`config.mk`:
```
export PLATFORM = sky130hd
export DESIGN_NAME = atascii_to_html_encoder_core
export DESIGN_NICKNAME = d
export VERILOG_FILES = /design/src/rtl/a2h_pkg.sv /design/src/rtl/a2h_front.sv /design/src/rtl/a2h_queue.sv /design/src/rtl/a2h_back.sv /design/src/rtl/atascii_to_html_encoder_core.sv
export SDC_FILE = /design/constraint.sdc
export NUM_CORES = 1
export LEC_CHECK = 0
export BUFFER_PORTS_ARGS = -buffer_cell sky130_fd_sc_hd__clkbuf_2
export CORE_MARGIN = 3
export CORE_UTILIZATION = 25
export CTS_CLUSTER_SIZE = 30
export DETAILED_ROUTE_END_ITERATION = 8
export PLACE_DENSITY_LB_ADDON = 0.3
export RECOVER_POWER = 25
export SYNTH_ARGS = -nofsm -noshare
export SYNTH_HDL_FRONTEND = slang
export SYNTH_HIERARCHICAL = 1
export SYNTH_SLANG_ARGS = --single-unit
```
`constraint.sdc`:
```
create_clock -name clk -period 4.8 [get_ports clk]
set_clock_uncertainty 0.1 [all_clocks]
set_input_delay 1.44 -clock clk [delete_from_list [all_inputs] [get_ports clk]]
set_output_delay 1.44 -clock clk [all_outputs]
set_load 0.01 [all_outputs]
```
`src/rtl/a2h_pkg.sv`:
```
// Shared types, codes and constant tables of the printer-byte to HTML encoder.
// Used by the front end, the job queue, the back end and the top level.
package a2h_pkg;

	localparam logic [7:0] EOL_CODE = 8'd155;
	localparam logic [7:0] PUA_HIGH = 8'hE0;

	localparam logic [1:0] PFX_NONE  = 2'd0;
	localparam logic [1:0] PFX_OPEN  = 2'd1;
	localparam logic [1:0] PFX_CLOSE = 2'd2;

	localparam logic [1:0] KIND_RAW    = 2'd0;
	localparam logic [1:0] KIND_ENTITY = 2'd1;
	localparam logic [1:0] KIND_CRLF   = 2'd2;

	localparam logic [4:0] OPEN_LEN  = 5'd17;
	localparam logic [4:0] CLOSE_LEN = 5'd7;

	typedef struct packed {
		logic [1:0]  prefix;
		logic [1:0]  kind;
		logic [2:0]  ndig;
		logic [15:0] value;
	} job_t;

	function automatic logic [15:0] glyph_rom(input logic [6:0] idx);
		logic [15:0] g;
		case (idx)
			7'd0: g = 16'd9829;    7'd1: g = 16'd9500;    7'd2: g = 16'd9621;
			7'd3: g = 16'd9496;    7'd4: g = 16'd9508;    7'd5: g = 16'd9488;
			7'd6: g = 16'd9585;    7'd7: g = 16'd9586;    7'd8: g = 16'd9698;
			7'd9: g = 16'd9623;    7'd10: g = 16'd9699;   7'd11: g = 16'd9629;
			7'd12: g = 16'd9624;   7'd13: g = 16'd9620;   7'd14: g = 16'd9601;
			7'd15: g = 16'd9622;   7'd16: g = 16'd9827;   7'd17: g = 16'd9484;
			7'd18: g = 16'd9472;   7'd19: g = 16'd9532;   7'd20: g = 16'd11044;
			7'd21: g = 16'd9604;   7'd22: g = 16'd9615;   7'd23: g = 16'd9516;
			7'd24: g = 16'd9524;   7'd25: g = 16'd9612;   7'd26: g = 16'd9492;
			7'd27: g = 16'd8455;   7'd28: g = 16'd8593;   7'd29: g = 16'd8595;
			7'd30: g = 16'd8592;   7'd31: g = 16'd8594;   7'd38: g = 16'd38;
			7'd60: g = 16'd60;     7'd62: g = 16'd62;     7'd96: g = 16'd9830;
			7'd123: g = 16'd9824;  7'd124: g = 16'd9475;  7'd125: g = 16'd8598;
			7'd126: g = 16'd9658;  7'd127: g = 16'd9668;
			default: g = 16'd0;
		endcase
		return g;
	endfunction

	function automatic logic [2:0] hex_digits(input logic [15:0] v);
		logic [2:0] n;
		if (v[15:12] != 4'd0) begin
			n = 3'd4;
		end else if (v[11:8] != 4'd0) begin
			n = 3'd3;
		end else if (v[7:4] != 4'd0) begin
			n = 3'd2;
		end else begin
			n = 3'd1;
		end
		return n;
	endfunction

	function automatic logic [7:0] hex_char(input logic [3:0] d);
		logic [7:0] ch;
		if (d < 4'd10) begin
			ch = 8'h30 + {4'd0, d};
		end else begin
			ch = 8'h57 + {4'd0, d};
		end
		return ch;
	endfunction

	function automatic logic [7:0] open_text(input logic [4:0] idx);
		logic [7:0] ch;
		case (idx)
			5'd0: ch = "<";   5'd1: ch = "s";   5'd2: ch = "p";   5'd3: ch = "a";
			5'd4: ch = "n";   5'd5: ch = " ";   5'd6: ch = "c";   5'd7: ch = "l";
			5'd8: ch = "a";   5'd9: ch = "s";   5'd10: ch = "s";  5'd11: ch = "=";
			5'd12: ch = 8'h22; 5'd13: ch = "i"; 5'd14: ch = "v";  5'd15: ch = 8'h22;
			5'd16: ch = ">";
			default: ch = 8'h00;
		endcase
		return ch;
	endfunction

	function automatic logic [7:0] close_text(input logic [2:0] idx);
		logic [7:0] ch;
		case (idx)
			3'd0: ch = "<";   3'd1: ch = "/";   3'd2: ch = "s";   3'd3: ch = "p";
			3'd4: ch = "a";   3'd5: ch = "n";   3'd6: ch = ">";
			default: ch = 8'h00;
		endcase
		return ch;
	endfunction

endpackage

```
`src/rtl/a2h_front.sv`:
```
// Front end: accepts input bytes, tracks span and skip state, classifies each
// byte into a job descriptor for the queue. Depends on a2h_pkg.
module a2h_front
	import a2h_pkg::*;
(
	input  logic       clk,
	input  logic       arst_n,
	input  logic       font_mode,
	input  logic       in_valid,
	output logic       in_ready,
	input  logic [7:0] char_code,
	input  logic       buffer_end,
	input  logic       q_full,
	output logic       q_push,
	output job_t       q_job
);

	logic       skip_q;
	logic       inv_q;
	logic       skip_d;
	logic       inv_d;
	logic       has_job;
	logic       accept;
	logic [6:0] low7;
	logic [15:0] glyph;

	assign in_ready = !q_full;
	assign accept   = in_valid && in_ready;
	assign low7     = char_code[6:0];
	assign glyph    = glyph_rom(low7);

	always_comb begin
		skip_d        = skip_q;
		inv_d         = inv_q;
		has_job       = 1'b1;
		q_job.prefix  = PFX_NONE;
		q_job.kind    = KIND_RAW;
		q_job.value   = {8'd0, char_code};
		if (skip_q) begin
			has_job = 1'b0;
			if (buffer_end) begin
				skip_d = 1'b0;
			end
		end else if (char_code == EOL_CODE) begin
			q_job.prefix = inv_q ? PFX_CLOSE : PFX_NONE;
			inv_d        = 1'b0;
			q_job.kind   = KIND_CRLF;
			skip_d       = !buffer_end;
		end else if (font_mode) begin
			if (char_code >= 8'd32 && char_code <= 8'd122 && char_code != 8'd96) begin
				if (glyph != 16'd0) begin
					q_job.kind  = KIND_ENTITY;
					q_job.value = glyph;
				end
			end else begin
				q_job.kind  = KIND_ENTITY;
				q_job.value = {PUA_HIGH, char_code};
			end
		end else begin
			if (char_code[7]) begin
				q_job.prefix = inv_q ? PFX_NONE : PFX_OPEN;
				inv_d        = 1'b1;
			end else begin
				q_job.prefix = inv_q ? PFX_CLOSE : PFX_NONE;
				inv_d        = 1'b0;
			end
			if (glyph != 16'd0) begin
				q_job.kind  = KIND_ENTITY;
				q_job.value = glyph;
			end else begin
				q_job.value = {9'd0, low7};
			end
		end
		q_job.ndig = hex_digits(q_job.value);
	end

	assign q_push = accept && has_job;

	always_ff @(posedge clk or negedge arst_n) begin
		if (!arst_n) begin
			skip_q <= 1'b0;
			inv_q  <= 1'b0;
		end else if (accept) begin
			skip_q <= skip_d;
			inv_q  <= inv_d;
		end
	end

endmodule

```
`src/rtl/a2h_queue.sv`:
```
// Short job queue between front end and back end, built from registers.
// Depends on a2h_pkg for the job descriptor type.
module a2h_queue
	import a2h_pkg::*;
#(
	parameter int DEPTH = 2
) (
	input  logic clk,
	input  logic arst_n,
	input  logic push,
	input  job_t push_job,
	input  logic pop,
	output logic full,
	output logic head_valid,
	output job_t head_job
);

	localparam int AW = (DEPTH > 1) ? $clog2(DEPTH) : 1;
	localparam int CW = $clog2(DEPTH + 1);

	job_t          slot_q [DEPTH];
	logic [AW-1:0] wr_ptr_q;
	logic [AW-1:0] rd_ptr_q;
	logic [CW-1:0] count_q;

	assign full       = (count_q == CW'(DEPTH));
	assign head_valid = (count_q != '0);
	assign head_job   = slot_q[rd_ptr_q];

	always_ff @(posedge clk) begin
		if (push) begin
			slot_q[wr_ptr_q] <= push_job;
		end
	end

	always_ff @(posedge clk or negedge arst_n) begin
		if (!arst_n) begin
			wr_ptr_q <= '0;
			rd_ptr_q <= '0;
			count_q  <= '0;
		end else begin
			if (push) begin
				wr_ptr_q <= (wr_ptr_q == AW'(DEPTH - 1)) ? '0 : wr_ptr_q + 1'b1;
			end
			if (pop) begin
				rd_ptr_q <= (rd_ptr_q == AW'(DEPTH - 1)) ? '0 : rd_ptr_q + 1'b1;
			end
			if (push && !pop) begin
				count_q <= count_q + 1'b1;
			end else if (pop && !push) begin
				count_q <= count_q - 1'b1;
			end
		end
	end

endmodule

```
`src/rtl/a2h_back.sv`:
```
// Back end: expands the job at the queue head into HTML bytes, one per cycle
// unless the output is stalled, into an output register. Depends on a2h_pkg.
module a2h_back
	import a2h_pkg::*;
(
	input  logic       clk,
	input  logic       arst_n,
	input  logic       head_valid,
	input  job_t       head_job,
	output logic       pop,
	output logic       out_valid,
	input  logic       out_ready,
	output logic [7:0] out_byte,
	output logic       out_last
);

	localparam logic PH_PRE  = 1'b0;
	localparam logic PH_BODY = 1'b1;

	logic       phase_q;
	logic [4:0] idx_q;
	logic       valid_q;
	logic [7:0] byte_q;
	logic       last_q;

	logic       advance;
	logic       in_pre;
	logic       pre_end;
	logic       body_end;
	logic [2:0] j;
	logic [2:0] pos;
	logic [3:0] nib;
	logic [7:0] next_byte;

	assign advance = head_valid && (!valid_q || out_ready);
	assign in_pre  = (phase_q == PH_PRE) && (head_job.prefix != PFX_NONE);
	assign j       = idx_q[2:0];
	assign pos     = 3'(head_job.ndig + 3'd2 - j);

	always_comb begin
		case (pos[1:0])
			2'd0: nib = head_job.value[3:0];
			2'd1: nib = head_job.value[7:4];
			2'd2: nib = head_job.value[11:8];
			default: nib = head_job.value[15:12];
		endcase
	end

	always_comb begin
		pre_end   = 1'b0;
		body_end  = 1'b0;
		next_byte = head_job.value[7:0];
		if (in_pre) begin
			if (head_job.prefix == PFX_OPEN) begin
				next_byte = open_text(idx_q);
				pre_end   = (idx_q == OPEN_LEN - 5'd1);
			end else begin
				next_byte = close_text(idx_q[2:0]);
				pre_end   = (idx_q == CLOSE_LEN - 5'd1);
			end
		end else begin
			case (head_job.kind)
				KIND_CRLF: begin
					next_byte = (j == 3'd0) ? 8'd13 : 8'd10;
					body_end  = (j == 3'd1);
				end
				KIND_ENTITY: begin
					if (j == 3'd0) begin
						next_byte = "&";
					end else if (j == 3'd1) begin
						next_byte = "#";
					end else if (j == 3'd2) begin
						next_byte = "x";
					end else if (j < head_job.ndig + 3'd3) begin
						next_byte = hex_char(nib);
					end else begin
						next_byte = ";";
						body_end  = 1'b1;
					end
				end
				default: begin
					next_byte = head_job.value[7:0];
					body_end  = 1'b1;
				end
			endcase
		end
	end

	assign pop       = advance && !in_pre && body_end;
	assign out_valid = valid_q;
	assign out_byte  = byte_q;
	assign out_last  = last_q;

	always_ff @(posedge clk) begin
		if (advance) begin
			byte_q <= next_byte;
			last_q <= !in_pre && body_end;
		end
	end

	always_ff @(posedge clk or negedge arst_n) begin
		if (!arst_n) begin
			phase_q <= PH_PRE;
			idx_q   <= '0;
			valid_q <= 1'b0;
		end else begin
			if (advance) begin
				valid_q <= 1'b1;
				if (in_pre) begin
					if (pre_end) begin
						phase_q <= PH_BODY;
						idx_q   <= '0;
					end else begin
						idx_q <= idx_q + 5'd1;
					end
				end else if (body_end) begin
					phase_q <= PH_PRE;
					idx_q   <= '0;
				end else begin
					idx_q <= idx_q + 5'd1;
				end
			end else if (out_ready) begin
				valid_q <= 1'b0;
			end
		end
	end

endmodule

```
`src/rtl/atascii_to_html_encoder_core.sv`:
```
// Top level of the printer-byte to HTML encoder: mode register, front end,
// job queue and back end. Depends on a2h_pkg, a2h_front, a2h_queue, a2h_back.
//
// Input requests arrive on the s_ stream: s_tdata carries one printer byte and
// s_tlast marks the last byte of a print buffer. HTML text leaves on the m_
// stream one byte per transfer, with m_tlast on the final byte caused by an
// input byte. Bytes dropped after an end of line, up to the buffer end, cause
// no output. The APB port holds the font mode bit at address 0.
// The front end takes one request per cycle while the job queue has room.
// The back end emits one byte per cycle while the receiver takes them; a raw
// byte yields 1 output byte, an entity 5 to 8, a span opener plus entity up
// to 25. The first output byte passes through the job queue and then the
// output register before it is presented. A stalled receiver holds the output
// register; the queue then fills and s_tready drops. Reset clears the mode,
// the span and skip state, the queue and the output valid flag.
module atascii_to_html_encoder_core
	import a2h_pkg::*;
#(
	parameter int QUEUE_DEPTH = 2
) (
	input  logic        clk,
	input  logic        arst_n,
	input  logic        s_tvalid,
	output logic        s_tready,
	input  logic [7:0]  s_tdata,   // [7:0] char_code
	input  logic        s_tlast,
	output logic        m_tvalid,
	input  logic        m_tready,
	output logic [7:0]  m_tdata,   // [7:0] html_byte
	output logic        m_tlast,
	input  logic        psel,
	input  logic        penable,
	input  logic        pwrite,
	input  logic [2:0]  paddr,
	input  logic [31:0] pwdata,
	output logic [31:0] prdata,
	output logic        pready
);

	logic font_mode_q;
	logic q_full;
	logic q_push;
	logic q_pop;
	logic q_valid;
	job_t push_job;
	job_t head_job;

	assign pready = 1'b1;
	assign prdata = (paddr[2] == 1'b0) ? {31'd0, font_mode_q} : 32'd0;

	always_ff @(posedge clk or negedge arst_n) begin
		if (!arst_n) begin
			font_mode_q <= 1'b0;
		end else if (psel && penable && pwrite && pready && paddr[2] == 1'b0) begin
			font_mode_q <= pwdata[0];
		end
	end

	a2h_front u_front (
		.clk        (clk),
		.arst_n     (arst_n),
		.font_mode  (font_mode_q),
		.in_valid   (s_tvalid),
		.in_ready   (s_tready),
		.char_code  (s_tdata),
		.buffer_end (s_tlast),
		.q_full     (q_full),
		.q_push     (q_push),
		.q_job      (push_job)
	);

	a2h_queue #(
		.DEPTH (QUEUE_DEPTH)
	) u_queue (
		.clk        (clk),
		.arst_n     (arst_n),
		.push       (q_push),
		.push_job   (push_job),
		.pop        (q_pop),
		.full       (q_full),
		.head_valid (q_valid),
		.head_job   (head_job)
	);

	a2h_back u_back (
		.clk        (clk),
		.arst_n     (arst_n),
		.head_valid (q_valid),
		.head_job   (head_job),
		.pop        (q_pop),
		.out_valid  (m_tvalid),
		.out_ready  (m_tready),
		.out_byte   (m_tdata),
		.out_last   (m_tlast)
	);

	assert property (@(posedge clk) disable iff (!arst_n) q_push |-> !q_full)
		else $error("Job pushed into a full queue.");

	assert property (@(posedge clk) disable iff (!arst_n) q_pop |-> q_valid)
		else $error("Job popped from an empty queue.");

	assert property (@(posedge clk) disable iff (!arst_n) q_pop |=> (m_tvalid && m_tlast))
		else $error("Finished job did not end with a final output byte.");

endmodule
```
---- Word-level counts from Yosys, hierarchy flattened ----
Memories as Yosys holds them, arrays and structs flattened.
Cells that the tools add are included.
storage, ports and cells
  register bits after elaboration ......... 23
  bits in latches ......................... 0
  RAM bits ................................ 46
  bits in read-only memories .............. 1888
  word-level logic and storage cells ...... 142
  memories ................................ 3
operators by class
  add/subtract/negate cells ............... 10
  multiply operators ...................... 0
  div/mod/pow operators ................... 0
  order comparisons ....................... 4
  equal/unequal tests ..................... 18
  shift operators ......................... 0
  mux-type cells .......................... 59
  bitwise operators ....................... 3
  reduce and logical (&&, ||, !) cells .... 34
memory list
  name              words  bits a word  rd ports  clocked after Yosys merged registers in  wr ports  RTL line         text
  (name not given)  128    13           1         0                                        0         a2h_pkg.sv:28    case (idx)
  (name not given)  32     7            1         0                                        0         a2h_pkg.sv:74    case (idx)
  u_queue.slot_q    2      23           1         0                                        1         a2h_queue.sv:21  job_t slot_q [DEPTH];
operators by type and width
  kind                 number
  $mux 16              6
  $mux 8               7
  $pmux 7 s7           1
  $mux 1               27
  $pmux 8 s2           1
  $reduce_bool 16->1   1
  $mux 5               3
  $logic_and 1x1->1    14
  $mux 2               7
  $pmux 4 s3           1
  $reduce_bool 4->1    3
  $reduce_bool 2->1    5
  $eq 3x3->1 const B   3
  $mux 3               3
  $add 7x4->8 const A  1
  $eq 8x8->1 const B   1
  $ge 8x6->1 const B   1
  $le 8x7->1 const B   1
  $mux 4               2
  $ne 8x7->1 const B   1
  $add 6x4->7 const A  1
  $eq 2x1->1 const B   3
  $eq 2x2->1 const B   3
  $eq 3x2->1 const B   2
  other kinds (21)     30

---- Longest topological paths before layout ----
Gate-level depths: netlist of run 1.
An unclocked memory read counts as a cell.
  depth after elaboration ................. 13
  mapped depth ............................ 16
  depth with buffers taken out ............ 14

---- Hierarchy ----
Netlist of run 1, hierarchy kept.
modules (own cells, without submodules)
  module                        times used  cells each  area each (um^2)  seq. area each (um^2)
  a2h_queue                     1           88          1951.9            1481.4
  a2h_back                      1           206         1719.1            445.4
  a2h_front                     1           205         1356.3            50.0
  atascii_to_html_encoder_core  1           38          301.5             25.0

---- Least setup slack after synthesis of run 1 ----
No wires, ideal clock.
  kind .................................... input to register
  start point ............................. input s_tdata[0]
  end point ............................... memory u_queue/slot_q[0][17] (netlist bit), data pin
  arrival time ............................ 4.099 ns
  required time ........................... 4.432 ns
  path slack .............................. 0.333 ns
  stages on the path ...................... 10
  cells stage by stage .................... buf_2 -> clkbuf_1 -> inv_1 -> ha_1 -> or4b_4 -> or2_0 -> o211a_2 -> a311oi_4 -> mux2_2 -> o41a_1
RTL lines
  element      RTL line                            text
  from (decl)  atascii_to_html_encoder_core.sv:25  input logic [7:0] s_tdata,
  to (decl)    a2h_queue.sv:21

==> results.py, run 1 <==
metrics = {
    "critical_path": {
        "cp.required_ns": 4.77,
        "path_delay_family": "compound AO/OA/AOI/OAI gates",
        "worstPathMaxFanout": 5,
        "path_buf_inv": 2,
        "start_kind": "input pin",
        "r2r_end": "u_queue/count_q[1]",
        "slowest_delay_ns": 0.52,
        "r2r_slack_ns": 1.41,
        "slowest_stage": "or4b_4",
        "rr_startpoint": "u_queue/rd_ptr_q",
        "critical_path_class": "input pin to flip-flop",
        "r2r_cells": 14,
        "worstPathArrival_ns": 3.97,
        "path_cells": "clkbuf_2 > inv_1 > ha_1 > or4b_4 > a21oi_1 > a311oi_2 > a311oi_4 > mux2_2 > o41a_1",
        "end_kind": "flip-flop",
    },
    "worst_hold_path": {
        "hold_end": "u_queue/count_q[1]",
        "min-delay-path-class": "flip-flop to flip-flop",
        "min_path_cells": 1,
        "min_from": "u_queue/count_q[1]",
    },
    "timing": {
        "layout_setup_ws_ns": 0.799,
        "period_share_pct": 83.4,
        "hold_violations": 0,
        "fmax_mhz": 250,
        "finalMaxSlewViolations": 0,
        "slew_headroom_pct": 46.5,
        "min_period_ns": 4.00,
        "setup_viol": 0,
        "finalSetupTns_ns": 0,
        "worst_slew_pin_slew_ns": 0.802,
        "whs_ns": 0.396,
        "rsz0062_at_grt": "no",
    },
    "flow_run": {
        "cap_viol_max_count": 0,
    },
    "synth": {
        "synth_edf_count": 55,
        "async_reset_ff_share_pct": 20.3,
        "synth_adder_area_share_pct": 5.17,
        "yosys.area_share.xor_xnor_pct": 1.60,
        "seq_area_frac_synth_pct": 37.6,
        "avgSynthCellArea_um2": 9.92,
        "synthDistinctLibCells": 83,
        "yosys.area_share.simple_pct": 14.7,
        "ys.flop_type": "edfxtp_1",
        "yosysWarnings": 6,
        "synth-compound-area-share_pct": 18.2,
        "syn_area_mm2": 0.00533,
        "synth-seq-cells": 69,
        "synthCells": 537,
        "muxShareOfSynthArea_pct": 11.4,
        "synth_top_family_by_area": "compound AO/OA/AOI/OAI gates",
    },
    "clock_network": {
        "cts_tree": "built",
        "worstSkewPairLatency_ns": 0.33,
        "cts.path.max_buffers": 2,
        "clock_tree.root_cell": "clkbuf_16",
        "clkTransAtPathRegs_ns": 0.06,
        "htreeDepth": 3,
        "cts-hold-fix-buffers": 0,
        "cts_resized": 0,
        "cts_buffers": 9,
        "cts.sinks": 69,
        "post_cts_buffers": 0,
    },
    "drt": {
        "vias": 3959,
        "ant_nets": 0,
        "drt_first_pass_iters": 4,
        "dr_wl_met2_um": 6010,
        "wl_met3_um": 431,
        "via_per_inst": 4.80,
        "drtIter0Drc": 183,
        "wl_met1_um": 5780,
        "wl_um": 12400,
        "drc": 0,
        "wl_per_cell_um": 15.1,
        "top_layer_used": "met4",
    },
    "floorplan": {
        "initial_core_util_pct": 25.9,
        "die_y_um": 152,
        "rows": 52,
        "fp.coreArea_mm2": 0.0206,
        "ios": 95,
        "dieWidth_um": 152,
        "die-area_mm2": 0.0231,
    },
    "placed_design": {
        "pre_cts_slack_ns": 0.453,
        "gp_congestion": 0.869,
        "io_buffers": 29,
        "place_area_mm2": 0.00553,
        "hpwl_um": 9290,
        "dp.cells": 809,
    },
    "final_layout": {
        "area_delta_synth_final_pct": 8.57,
        "n_antenna_cell": 0,
        "final_area_mm2": 0.00579,
        "fin_util_pct": 28.1,
        "drive_gt1_share_pct": 16.2,
        "final_cells": 825,
        "nNetsFinal": 623,
    },
    "global_routing": {
        "grt.total_usage_pct": 10.6,
        "antenna_found_initial": 0,
        "grt-ovfl-total": 0,
        "grt_first_pass_wirelength_um": 20600,
        "grt_max_degree": 36,
        "grt_pass1_vias": 3841,
    },
    "outcome": {
        "outcome": "complete, no violations",
    },
    "pwr": {
        "powerDensity_mw_per_mm2": 595,
        "power.leakage_nw": 2.28,
        "ir_drop_mv": 0.248,
        "power_mw": 3.44,
    },
}
## registers in the layout, indices dropped and copies added (netlist names)
name              flops
u_back/phase_q        1
u_queue/wr_ptr_q      1
u_back/idx_q          5
u_back/out_valid      1
u_back/out_last       1
u_queue/slot_q       46
u_queue/count_q       2
u_front/inv_q         1
u_front/skip_q        1
u_queue/rd_ptr_q      1
font_mode_q           1
u_back/out_byte       8
## placed cells by master (no fill, tap or decap), types with 10 or more instances in the layout
cell type	netlist	final
clkbuf_1	14	11
nor2_1	34	34
a21oi_1	33	33
nor3_1	10	10
edfxtp_1	55	55
nand2b_1	10	10
nand3_1	14	14
inv_1	29	29
mux2i_1	12	12
buf_4	36	11
mux2_4	19	19
nor2b_1	12	11
nand2_1	28	28
conb_1	3	33
clkbuf_2	0	18
ha_1	22	22
o21ai_0	33	33
dfrtp_1	14	14
## worst max-delay path by stage
stage,startpoint,endpoint,slack (ns),cells past startpoint
floorplan,s_tdata[0],u_queue/slot_q[0][17],0.33,10
global placement,s_tdata[1],u_queue/slot_q[0][17],0.47,9
detailed placement,s_tdata[1],u_queue/slot_q[1][17],0.45,9
CTS,s_tdata[1],u_queue/slot_q[0][17],0.80,9
global route,s_tdata[1],u_queue/slot_q[0][17],0.72,9
finish,s_tdata[1],u_queue/slot_q[0][17],0.80,9
## report_power, final
group	total, mW	internal, mW	switching (mW)	leakage, nW
logic	1.83	0.772	1.06	1.46
registers	1.02	0.898	0.122	0.693
clock network	0.587	0.345	0.241	0.130
## cells in the mapped netlist, types with 7 or more instances
cell	count	area share (%)
nor2_1	34	2.4
mux2_4	19	5.4
clkbuf_1	14	0.99
nor3_1	10	0.94
a21oi_1	33	3.1
a211oi_1	7	0.99
a31oi_1	7	0.82
edfxtp_1	55	31
nor2b_1	12	1.4
o211ai_1	7	0.99
dfrtp_1	14	6.6
mux2i_1	12	2.3
o21ai_0	33	3.1
nand3_1	14	1.3
and2_1	7	0.82
buf_2	11	1.0
nand2_1	28	2.0
buf_4	36	5.1
ha_1	22	5.2
nand2b_1	10	1.2
inv_1	29	2.0
mux2_2	7	1.5
## logic make-up (layout without fill, tap and decap cells)
group                    Yosys count  count (layout)
buffers and inverters             99              87
flip-flops                        69              69
multiplexers                      44              44
XOR/XNOR                           8               8
adder cells (fa/ha/maj)           22              22
AO/OA/AOI/OAI                    144             144
other                              3              33
AND/OR/NAND/NOR                  148             148
## layout make-up
type / instances / area [um2]
inverter: 31 / 116
clock buffer: 9 / 225
clock inverter: 7 / 42.5
multi-input combinational: 399 / 2850
sequential: 69 / 2000
timing repair buffer: 40 / 214
fill: 2213 / 14800
tap: 270 / 338
## metal layers
layer / global-route usage, % / up-vias
li1: - / 1939
met3: 1.96 / 18
met1: 14.2 / 1919
met4: 3.64 / 0
met5: 0 / -
met2: 17.4 / 83
Power figures use the tool's default switching activity.
==> run 2: changes to the inputs <==
==> constraint.sdc (replaced) <==
create_clock -name clk -period 3.55 [get_ports clk]
set_clock_uncertainty 0.1 [all_clocks]
set_input_delay 1.065 -clock clk [delete_from_list [all_inputs] [get_ports clk]]
set_output_delay 1.065 -clock clk [all_outputs]
set_load 0.01 [all_outputs]
==> results.py, run 2 (synthesized netlist as in run 1, its figures left out) <==
metrics = {
    "drt": {
        "wl_per_cell_um": 14.6,
        "drtIter0Drc": 293,
        "wl_um": 12700,
        "drt_first_pass_iters": 5,
        "drc": 0,
        "ant_nets": 0,
        "vias": 4099,
        "via_per_inst": 4.70,
    },
    "clock_network": {
        "cts.sinks": 69,
        "worstSkewPairLatency_ns": 0.33,
        "cts-hold-fix-buffers": 0,
        "cts_buffers": 9,
        "cts_tree": "built",
        "cts_resized": 0,
        "cts.path.max_buffers": 2,
        "htreeDepth": 3,
        "clkTransAtPathRegs_ns": 0.06,
        "clock_tree.root_cell": "clkbuf_16",
        "post_cts_buffers": 0,
    },
    "critical_path": {
        "worstPathArrival_ns": 3.29,
        "slowest_delay_ns": 0.35,
        "start_kind": "input pin",
        "slowest_stage": "mux2_4",
        "cp.required_ns": 3.51,
        "end_kind": "flip-flop",
        "worstPathMaxFanout": 7,
        "critical_path_class": "input pin to flip-flop",
        "path_cells": "clkbuf_2 > buf_4 > ha_1 > nor3b_1 > o211ai_1 > o211a_2 > a311oi_4 > mux2_4 > o41a_1",
    },
    "pwr": {
        "ir_drop_mv": 0.303,
        "power_switching_share_pct": 41.2,
        "powerDensity_mw_per_mm2": 770,
        "clock_power_share_pct": 16.9,
        "combPwrFrac_pct": 54.4,
        "power.leakage_nw": 2.52,
        "p_int_mw": 2.81,
        "pwr-share-seq_pct": 28.7,
        "switchingPower_mw": 1.96,
    },
    "final_layout": {
        "drive_gt1_share_pct": 23.1,
        "fin_util_pct": 30.1,
        "area_delta_synth_final_pct": 16.3,
        "nNetsFinal": 670,
        "final_area_mm2": 0.00620,
        "top_register": "u_queue/slot_q",
        "largest_reg_flops": 46,
        "n_fill_cell": 2212,
        "n_antenna_cell": 0,
        "final_cells": 872,
        "final_cell_mix": "edfxtp_1 (55), buf_4 (54), nor2_1 (34)",
        "final_common_cell": "edfxtp_1",
    },
    "floorplan": {
        "fp.coreArea_mm2": 0.0206,
        "dieWidth_um": 152,
        "rows": 52,
        "die-area_mm2": 0.0231,
        "ios": 95,
        "die_y_um": 152,
        "initial_core_util_pct": 25.9,
    },
    "timing": {
        "fmax_mhz": 301,
        "hold_violations": 0,
        "finalSetupTns_ns": 0,
        "period_share_pct": 93.7,
        "slew_headroom_pct": 45.0,
        "min_period_ns": 3.33,
        "finalMaxSlewViolations": 0,
        "rsz0062_at_grt": "no",
        "setup_viol": 0,
        "worst_slew_pin_slew_ns": 0.825,
    },
    "outcome": {
        "outcome": "complete, no violations",
    },
    "placed_design": {
        "hpwl_um": 9870,
        "gp_congestion": 0.848,
        "place_area_mm2": 0.00594,
        "io_buffers": 29,
        "dp.cells": 856,
    },
    "global_routing": {
        "grt-ovfl-total": 0,
        "antenna_found_initial": 0,
        "grt_max_degree": 32,
        "grt_pass1_vias": 4097,
        "grt.total_usage_pct": 10.9,
        "grt_first_pass_wirelength_um": 21100,
    },
    "worst_hold_path": {
        "min-delay-path-class": "flip-flop to flip-flop",
    },
    "flow_run": {
        "cap_viol_max_count": 0,
    },
}
## run 2: path summary, 6_finish.rpt
kind / from / endpoint / slack (ns) / cells after the start
min reg2reg: u_queue/count_q[1] / u_queue/count_q[1] / 0.39 / 1
max: s_tdata[1] / u_queue/slot_q[1][17] / 0.22 / 9
min in group asynchronous: arst_n / font_mode_q / 0.70 / 1
max reg2reg: u_queue/rd_ptr_q / u_back/out_byte[3] / 0.32 / 10
min: u_queue/count_q[1] / u_queue/count_q[1] / 0.39 / 1
max in group asynchronous: arst_n / u_back/out_valid / 2.13 / 1
## run 2: stage by stage
step / hold slack [ns] / power [mW] / setup WS [ns]
floorplan: 0.347 / 3.42 / -0.252
global placement: 0.367 / 3.96 / -0.0907
detailed placement: 0.389 / 4.00 / -0.149
CTS: 0.401 / 4.83 / 0.209
global route: 0.426 / 5.17 / 0.0622
finish: 0.386 / 4.77 / 0.224
## run 2: worst max-delay path, delay by kind of cell
kind                       cells  cell delay [ns]
adders and majority gates      1             0.24
and+or+nand+nor                1             0.23
buffers and inverters          2             0.24
muxes                          1             0.35
AOI/OAI and AO/OA              4             1.16
## run 2: power by group through the flow
stage	sequential, mW	combinational [mW]	clock [mW]
3_5_place_dp	1.39	2.61	0
6_report	1.37	2.59	0.808
5_1_grt	1.41	2.90	0.863
4_1_cts	1.38	2.62	0.831
2_1_floorplan	1.35	2.07	0
3_3_place_gp	1.38	2.58	0
## run 2: cell type report
class / count / area (um2) / share of cell area (%)
well taps: 270 / 338 / 5.45
clock buffers: 9 / 225 / 3.63
inverters: 31 / 119 / 1.92
repair buffers: 87 / 601 / 9.69
flip-flops and latches: 69 / 2000 / 32.3
clock inverters: 7 / 50.0 / 0.807
multi-input cells: 399 / 2860 / 46.2
## run 2: metal layers
layer | part of all wire (%) | vias up | GRT usage [%]
met2 | 49 | 93 | 18.4
met4 | 2.3 | 0 | 3.68
met1 | 45 | 1955 | 14.1
met5 | 0 | - | 0
met3 | 3.3 | 23 | 2.02
li1 | - | 2028 | -
==> run 3: changes to the inputs <==
--- a/config.mk
+++ b/config.mk
@@ -6,6 +6,7 @@
 export NUM_CORES = 1
 export LEC_CHECK = 0
 export BUFFER_PORTS_ARGS = -buffer_cell sky130_fd_sc_hd__clkbuf_2
+export CORE_ASPECT_RATIO = 2
 export CORE_MARGIN = 3
 export CORE_UTILIZATION = 25
 export CTS_CLUSTER_SIZE = 30
==> results.py, run 3 (synthesized netlist as in run 1, its figures left out) <==
metrics = {
    "outcome": {
        "outcome": "complete, no violations",
    },
    "drt": {
        "ant_nets": 0,
        "drt_first_pass_iters": 4,
        "drc": 0,
        "wl_per_cell_um": 16.6,
        "wl_um": 14500,
        "via_per_inst": 4.76,
        "vias": 4133,
        "drtIter0Drc": 178,
    },
    "flow_run": {
        "cap_viol_max_count": 0,
    },
    "floorplan": {
        "dieWidth_um": 109,
        "initial_core_util_pct": 25.5,
        "die_y_um": 212,
        "die-area_mm2": 0.0232,
        "rows": 75,
        "fp.coreArea_mm2": 0.0209,
        "ios": 95,
    },
    "pwr": {
        "clock_power_share_pct": 19.0,
        "power_switching_share_pct": 40.6,
        "powerDensity_mw_per_mm2": 797,
        "combPwrFrac_pct": 53.6,
        "power.leakage_nw": 2.54,
        "switchingPower_mw": 2.02,
        "pwr-share-seq_pct": 27.3,
        "p_int_mw": 2.95,
        "power_mw": 4.97,
        "ir_drop_mv": 0.296,
    },
    "clock_network": {
        "cts_resized": 0,
        "clock_tree.root_cell": "clkbuf_16",
        "cts.path.max_buffers": 2,
        "post_cts_buffers": 0,
        "htreeDepth": 3,
        "worstSkewPairLatency_ns": 0.33,
        "cts.sinks": 69,
        "cts-hold-fix-buffers": 0,
        "clkTransAtPathRegs_ns": 0.06,
        "cts_buffers": 9,
        "cts_tree": "built",
    },
    "global_routing": {
        "grt-ovfl-total": 0,
        "grt_max_degree": 36,
        "grt_first_pass_wirelength_um": 22500,
        "grt_pass1_vias": 4261,
        "antenna_found_initial": 0,
        "grt.total_usage_pct": 12.8,
    },
    "final_layout": {
        "final_cell_mix": "edfxtp_1 (55), buf_4 (53), nor2_1 (34)",
        "n_antenna_cell": 0,
        "drive_gt1_share_pct": 23.2,
        "top_register": "u_queue/slot_q",
        "area_delta_synth_final_pct": 17.0,
        "final_common_cell": "edfxtp_1",
        "nNetsFinal": 668,
        "largest_reg_flops": 46,
        "fin_util_pct": 29.8,
    },
    "critical_path": {
        "r2r_end": "u_queue/count_q[1]",
        "r2r_slack_ns": 0.39,
        "rr_startpoint": "u_queue/rd_ptr_q",
        "start_kind": "input pin",
        "critical_path_class": "input pin to flip-flop",
        "end_kind": "flip-flop",
        "cp.required_ns": 3.51,
        "worstPathMaxFanout": 7,
        "r2r_cells": 14,
        "worstPathArrival_ns": 3.40,
    },
    "timing": {
        "fmax_mhz": 291,
        "finalMaxSlewViolations": 0,
        "whs_ns": 0.380,
        "setup_viol": 0,
        "period_share_pct": 96.8,
        "worst_slew_pin_slew_ns": 0.813,
        "hold_violations": 0,
        "min_period_ns": 3.44,
        "rsz0062_at_grt": "no",
        "finalSetupTns_ns": 0,
        "slew_headroom_pct": 45.8,
    },
    "worst_hold_path": {
        "min_path_cells": 1,
        "min_from": "u_queue/count_q[1]",
        "min-delay-path-class": "flip-flop to flip-flop",
        "hold_end": "u_queue/count_q[1]",
    },
    "placed_design": {
        "hpwl_um": 11800,
        "gp_congestion": 0.922,
        "io_buffers": 29,
    },
}
run 3: worst max-delay path: stages:
cell      delay (ns)
clkbuf_2        0.12
inv_1           0.11
ha_4            0.16
buf_4           0.16
mux2i_1         0.07
o21ai_0         0.38
o211ai_1        0.28
a311oi_4        0.33
buf_4           0.20
o21ai_2         0.06
o41a_1          0.44
run 3: metal layers:
metal,GRT usage [%],routed length [um]
met1,10.3,4440
met2,26.6,8830
met3,1.37,281
met4,8.95,918
met5,0,0
run 3: how the worst max path moves through the flow:
stage	from	to	slack [ns]	cells past startpoint
floorplan	s_tdata[0]	u_queue/slot_q[0][17]	-0.25	10
global placement	s_tdata[0]	u_queue/slot_q[0][17]	-0.30	11
detailed placement	s_tdata[0]	u_queue/slot_q[1][17]	-0.30	11
CTS	s_tdata[0]	u_queue/slot_q[1][17]	0.02	11
global route	s_tdata[1]	u_queue/slot_q[1][17]	0.03	11
finish	s_tdata[1]	u_queue/slot_q[1][17]	0.11	11
run 3: power groups by stage:
stage | Combinational, mW | Sequential, mW | Clock [mW]
after floorplan | 2.07 | 1.35 | 0
after global placement | 2.66 | 1.37 | 0
after detailed placement | 2.68 | 1.38 | 0
after CTS | 2.69 | 1.36 | 0.969
after global routing | 2.93 | 1.39 | 1.01
final | 2.66 | 1.36 | 0.946
run 3: cell type report:
class | instances | area [um2]
inverter | 31 | 119
fill | 2215 | 14700
clock inverter | 6 | 86.3
tap | 269 | 337
multi-input combinational | 399 | 2870
clock buffer | 10 | 229
timing repair buffer | 85 | 589
sequential | 69 | 2000
run 3: stage by stage:
| stage | instance area (um2) | setup slack [ns] | std cells |
|---|---|---|---|
| after global placement | 5920 | -0.297 | 853 |
| after floorplan | 5480 | -0.252 | 567 |
| after global routing | 6230 | 0.0328 | 869 |
| final | 6230 | 0.113 | 869 |
| after CTS | 6240 | 0.0244 | 869 |
| after detailed placement | 5920 | -0.303 | 853 |
